$ cat src/rtl/sfl_ram.sv
module sfl_ram #(
  parameter int Width = 8,
  parameter int Depth = 256
) (
  input  logic                     clk_i,
  input  logic                     we_i,
  input  logic [$clog2(Depth)-1:0] waddr_i,
  input  logic [Width-1:0]         wdata_i,
  input  logic [$clog2(Depth)-1:0] raddr_i,
  output logic [Width-1:0]         rdata_o
);

  logic [Width-1:0] mem [Depth];

  // Write port
  always_ff @(posedge clk_i) begin
    if (we_i) mem[waddr_i] <= wdata_i;
  end

  // Registered read port
  always_ff @(posedge clk_i) begin
    rdata_o <= mem[raddr_i];
  end

endmodule

$ cat config.mk
export PLATFORM = sky130hd
export DESIGN_NAME = sfl_ram
export DESIGN_NICKNAME = d
export VERILOG_FILES = /design/src/rtl/sfl_ram.sv
export SDC_FILE = /design/constraint.sdc
export NUM_CORES = 2
export LEC_CHECK = 0
export BUFFER_PORTS_ARGS = -buffer_cell sky130_fd_sc_hd__buf_2
export CAP_MARGIN = 20
export CORE_UTILIZATION = 40
export DETAILED_ROUTE_END_ITERATION = 10
export GPL_TIMING_DRIVEN = 0
export PLACE_DENSITY_LB_ADDON = 0.1
export SKIP_CTS_REPAIR_TIMING = 1
export SYNTH_ARGS = -nofsm -noshare
export SYNTH_HDL_FRONTEND = slang
export SYNTH_SLANG_ARGS = --single-unit
$ cat constraint.sdc
create_clock -name clk_i -period 5.14 [get_ports clk_i]
set_input_delay 0.257 -clock clk_i [delete_from_list [all_inputs] [get_ports clk_i]]
set_output_delay 0.257 -clock clk_i [all_outputs]
set_load 0.02 [all_outputs]
# [Word-level counts from Yosys, hierarchy flattened]
# Memories as Yosys holds them, arrays and structs flattened. A register that Yosys moved wholly into a read port is not among the register bits.
# Cells that the tools add are included.
[word_totals] reg_bits=0 latchBits=0 mem_bits_rw=2048 mem_bits_ro=0 inputBits=26 out_inout_bits=8 memories=1
[op_classes] add_sub_neg=0 n_mul=0 div=0 n_lt_le_gt_ge=0 eq_ne=0 shifts=0 n_mux=2 bitwise_logic=0 n_reduce_logical=0
[memory_table] memory="mem" depth=256 width=8 rd=1 rd_clocked_by_memory_dff=1 write_ports=1 line_no="13" source="logic [Width-1:0] mem [Depth];"
[ops] operator="two-way mux 1 bit" count=2

# [Longest topological paths before layout]
[logic_depth] ltp_word=2 depth_mapped=11 depth_no_buf=6

# [Least setup slack after synthesis]
# No wires, ideal clock.
[synth_timing] kind="in2reg" start="input raddr_i[0]" end="register rdata_o[2], read port of mem" arrival_ps=2064 setup_slack_ps=2945 cell_stages=9 path_cell_list="buf_6 -> buf_12 -> buf_8 -> buf_2 -> mux4_2 -> a22oi_1 -> a21oi_1 -> nor4_1 -> nor4_2"
[synth_rtl] element="start: declaration" line_no="9" source="input logic [$clog2(Depth)-1:0] raddr_i,"
[synth_rtl] element="end: declaration" line_no="10" source="output logic [Width-1:0] rdata_o"

==> Flow_metrics.wiki <==
{| class="wikitable"
! Metric !! Value
|-
| Required time at the endpoint of the critical path || 5.75 ns
|-
| Worst setup slack after layout || 0.4397 ns
|-
| Instance count along the most critical hold path || 2
|-
| Main combinational cell family by area after synthesis || multiplexers
|-
| Critical path data arrival time || 5.31 ns
|-
| Final-stage net count || 4,068
|-
| Final hold violations || 0
|-
| Power consumption || 35.32 mW
|-
| Crit path buf inv count || 4
|-
| Pin count of the biggest net entering global routing || 149
|-
| Parity-gate share of the synthesized area counting xor and xnor cells || 0
|-
| Largest stage delay on the critical path || 1.12 ns
|-
| DRC Markers || 0
|-
| Reg power frac || 0.524
|-
| Part of the Yosys area used for sequential elements || 0.7750
|-
| Total number of placement rows || 163
|-
| Worst slew pin tran || 1.298 ns
|-
| Synth cell types || 55
|-
| Most frequent standard cell in the layout excluding fill and tap cells || edfxtp_1
|-
| Internal power || 27.28 mW
|-
| Netlist Area Pre-Place || 0.07956 mm^2
|-
| Min-delay worst type || in -> reg
|-
| Ratio of cells with drive above 1 in the final layout || 0.2282
|-
| Routed vias/inst || 5.981
|-
| Power density relative to cell area || 389.2 mW/mm^2
|-
| H-tree depth reported by CTS || 4
|-
| Final routed wire length divided by cell count || 38.51 um
|-
| Die footprint || 0.2007 mm^2
|-
| Skew final || 0.02918 ns
|-
| Starting Density || 0.4030
|-
| Pre-CTS setup slack || -0.2371 ns
|-
| Top FF cell, synth || edfxtp_1
|-
| Most area-hungry cell type in the Yosys netlist || edfxtp_1
|-
| Number of warnings printed during yosys synthesis || 0
|-
| Syn_area_per_cell || 21.31 um^2
|-
| TritonCTS Buffers || 214
|-
| Ports placed on the boundary || 34
|-
| Worst reg-to-reg path cell count || 6
|-
| Number of vias after detailed routing || 41,075
|-
| Fillers || 16,802
|-
| Top post-synthesis cells by area || edfxtp_1 (77%), mux4_2 (13%), mux2i_1 (1.7%)
|-
| Gate power share || 0.060
|-
| Clock tree from TritonCTS || built
|-
| IR Drop Worst-Case VDD || 294.4 uV
|-
| Count of buffers inserted at the top-level ports || 26
|-
| Routability-driven placement congestion ratio || 0.8912
|-
| Total iterations of the first detailed-routing run || 6
|-
| Number of failing setup endpoints in the final timing report || 0
|-
| Cell depth of the worst setup path || 9
|-
| Clock-pin slew on the worst setup and hold paths || 0.06 ns
|-
| Simple logic cell fraction of the synthesized area || 0.02628
|-
| Cell-by-cell trace of the critical path || buf_2 > buf_4 > clkbuf_1 > nor2_1 > clkbuf_1 > a221oi_1 > o32ai_1 > nor3_1 > nor4_1
|-
| Clk pwr share || 0.417
|-
| Final slew viol count || 0
|-
| Fmax || 212.8 MHz
|-
| Register bit count reported by yosys || 2,056
|-
| Share of the synthesized area in compound gates (AO/OA/AOI/OAI) || 0.03419
|-
| Final cell area excluding filler cells || 0.09075 mm^2
|-
| Cell with the biggest individual delay on the critical path || a221oi_1
|-
| Max-cap viol count || 0
|-
| Total global routing overflow || 0
|-
| Worst max-slew margin expressed relative to the limit || 0.1349
|-
| Startpoint class of the critical path || input port
|-
| Total GRT Usage || 0.2652
|-
| Number of clock sinks || 2,056
|-
| Final WL || 264,500 um
|-
| Switching component of the power || 8.037 mW
|-
| Antenna violations before repair || 21
|-
| Worst-skew pair later-pin latency || 0.85 ns
|-
| Fraction of post-synthesis cell area in the top cell type by area || 0.7730
|-
| Placed cell count || 6,450
|-
| Via count of the first global-routing pass || 40,321
|-
| Adder and majority gate portion of the synthesized area || 0
|-
| Mapped Nets || 3,759
|-
| Final Critical Period || 4.700 ns
|-
| Number of flops mapped to enable cells by yosys || 2,048
|-
| Share of synthesized area spent on multiplexers || 0.1462
|-
| Chip Width || 448.0 um
|-
| Critical Path Most Common Cell || clkbuf_1
|-
| Outcome || finished, final reports clean
|-
| Fraction of registers with async set/reset || 0
|-
| Initial DRC count || 5,450
|-
| Cell chosen for the clock root || clkbuf_16
|-
| Critical path type || in -> reg
|-
| First-pass GRT wire length || 356,000 um
|-
| Leakage power of the design || 27.90 nW
|-
| DRT antenna net count || 0
|-
| Switching Share || 0.2276
|-
| Area of placed instances || 0.08407 mm^2
|-
| Cells after synthesis || 3,733
|-
| Dpl hpwl || 180,700 um
|-
| Cell family contributing the most delay on the critical path || simple AND/OR/NAND/NOR gates
|-
| Setup repair after global routing missed its margin || no
|-
| Highest fanout seen on the critical path || 10
|-
| Commonest non-fill, non-tap cells in the layout || edfxtp_1 (2,048), mux4_2 (454), nor2_1 (282)
|-
| Post-route clock period utilization || 0.9145
|-
| Chip Height || 448.0 um
|-
| Filler-free cell count of the finished design || 6,868
|-
| Setup crit end kind || flip-flop
|-
| P&R area growth vs syn || 14.07%
|-
| Placeable Area || 0.1974 mm^2
|-
| Max clock buf depth || 3
|}
[power groups by stage]
| stage | logic (mW) | clock network (mW) | registers [mW] |
|---|---|---|---|
| global route | 2.15 | 15.5 | 18.5 |
| finish | 2.11 | 14.7 | 18.5 |
| detailed placement | 2.09 | 0 | 18.8 |
| global placement | 2.00 | 0 | 18.9 |
| CTS | 2.09 | 14.9 | 18.5 |
| floorplan | 0.898 | 0 | 18.9 |
[routing by layer]
metal,GRT usage,vias to the layer above,routed length (um)
met3,0.05162,352,20550
met1,0.3759,22512,110800
met2,0.4160,1851,125200
met4,0.08012,4,7956
met5,0,-,23
li1,-,16356,-
[Yosys cell counts (3+ instances only)]
cell type and count:
a211oi_1 16, a21oi_1 96, a221oi_1 13, a22o_1 8
a22oi_1 133, and2_1 6, buf_1 22, buf_12 8
buf_2 31, buf_4 27, buf_6 21, buf_8 13
clkbuf_1 111, dfxtp_1 8, edfxtp_1 2048, mux2i_1 134
mux4_2 454, nand2_1 33, nand2b_1 8, nand3_1 34
nand4_1 10, nor2_1 282, nor2b_1 31, nor3_1 22
nor4_1 24, nor4_2 3, o211ai_1 10, o21ai_0 10
o221ai_1 46, o22a_1 5, o22ai_1 28, o32ai_1 4
or2_2 4
[final cells by class]
class	instances	area (um^2)	share of cell area
Sequential cell	2056	61660	0.6794
Multi-Input combinational cell	1442	16470	0.1814
Clock buffer	272	5637	0.06211
Tap cell	2640	3303	0.03640
Buffer	233	1481	0.01632
Timing Repair Buffer	93	1330	0.01466
Clock inverter	118	835.8	0.009210
Antenna cell	12	30.03	0.0003309
Inverter	2	7.507	0.00008272
[logic make-up after synthesis]
logic type             Yosys count
buffers and inverters          235
AND/OR/NAND/NOR                466
multiplexers                   591
AO/OA/AOI/OAI                  385
flip-flops                    2056
[registers in the layout, indices dropped and copies added, names as in the netlist]
signal and flops:
mem 2048, rdata_o 8
[per-stage QoR]
stage	hold slack, ns	setup TNS (ns)	util
after floorplan	0.3559	0	-
after global placement	0.6727	-4.897	0.4204
after detailed placement	0.5054	-0.3878	0.4258
after global routing	0.2192	0	0.4596
final	0.2382	0	0.4597
after CTS	-0.4099	0	0.4586
[worst paths after layout]
check,from,endpoint,slack (ns)
setup reg to reg,mem[210][3],rdata_o[3],1.13
hold / removal,wdata_i[3],mem[119][3],0.24
setup / recovery,raddr_i[4],rdata_o[3],0.44
hold reg to reg,mem[32][5],rdata_o[5],1.44
(Power assumes the default switching activity.)
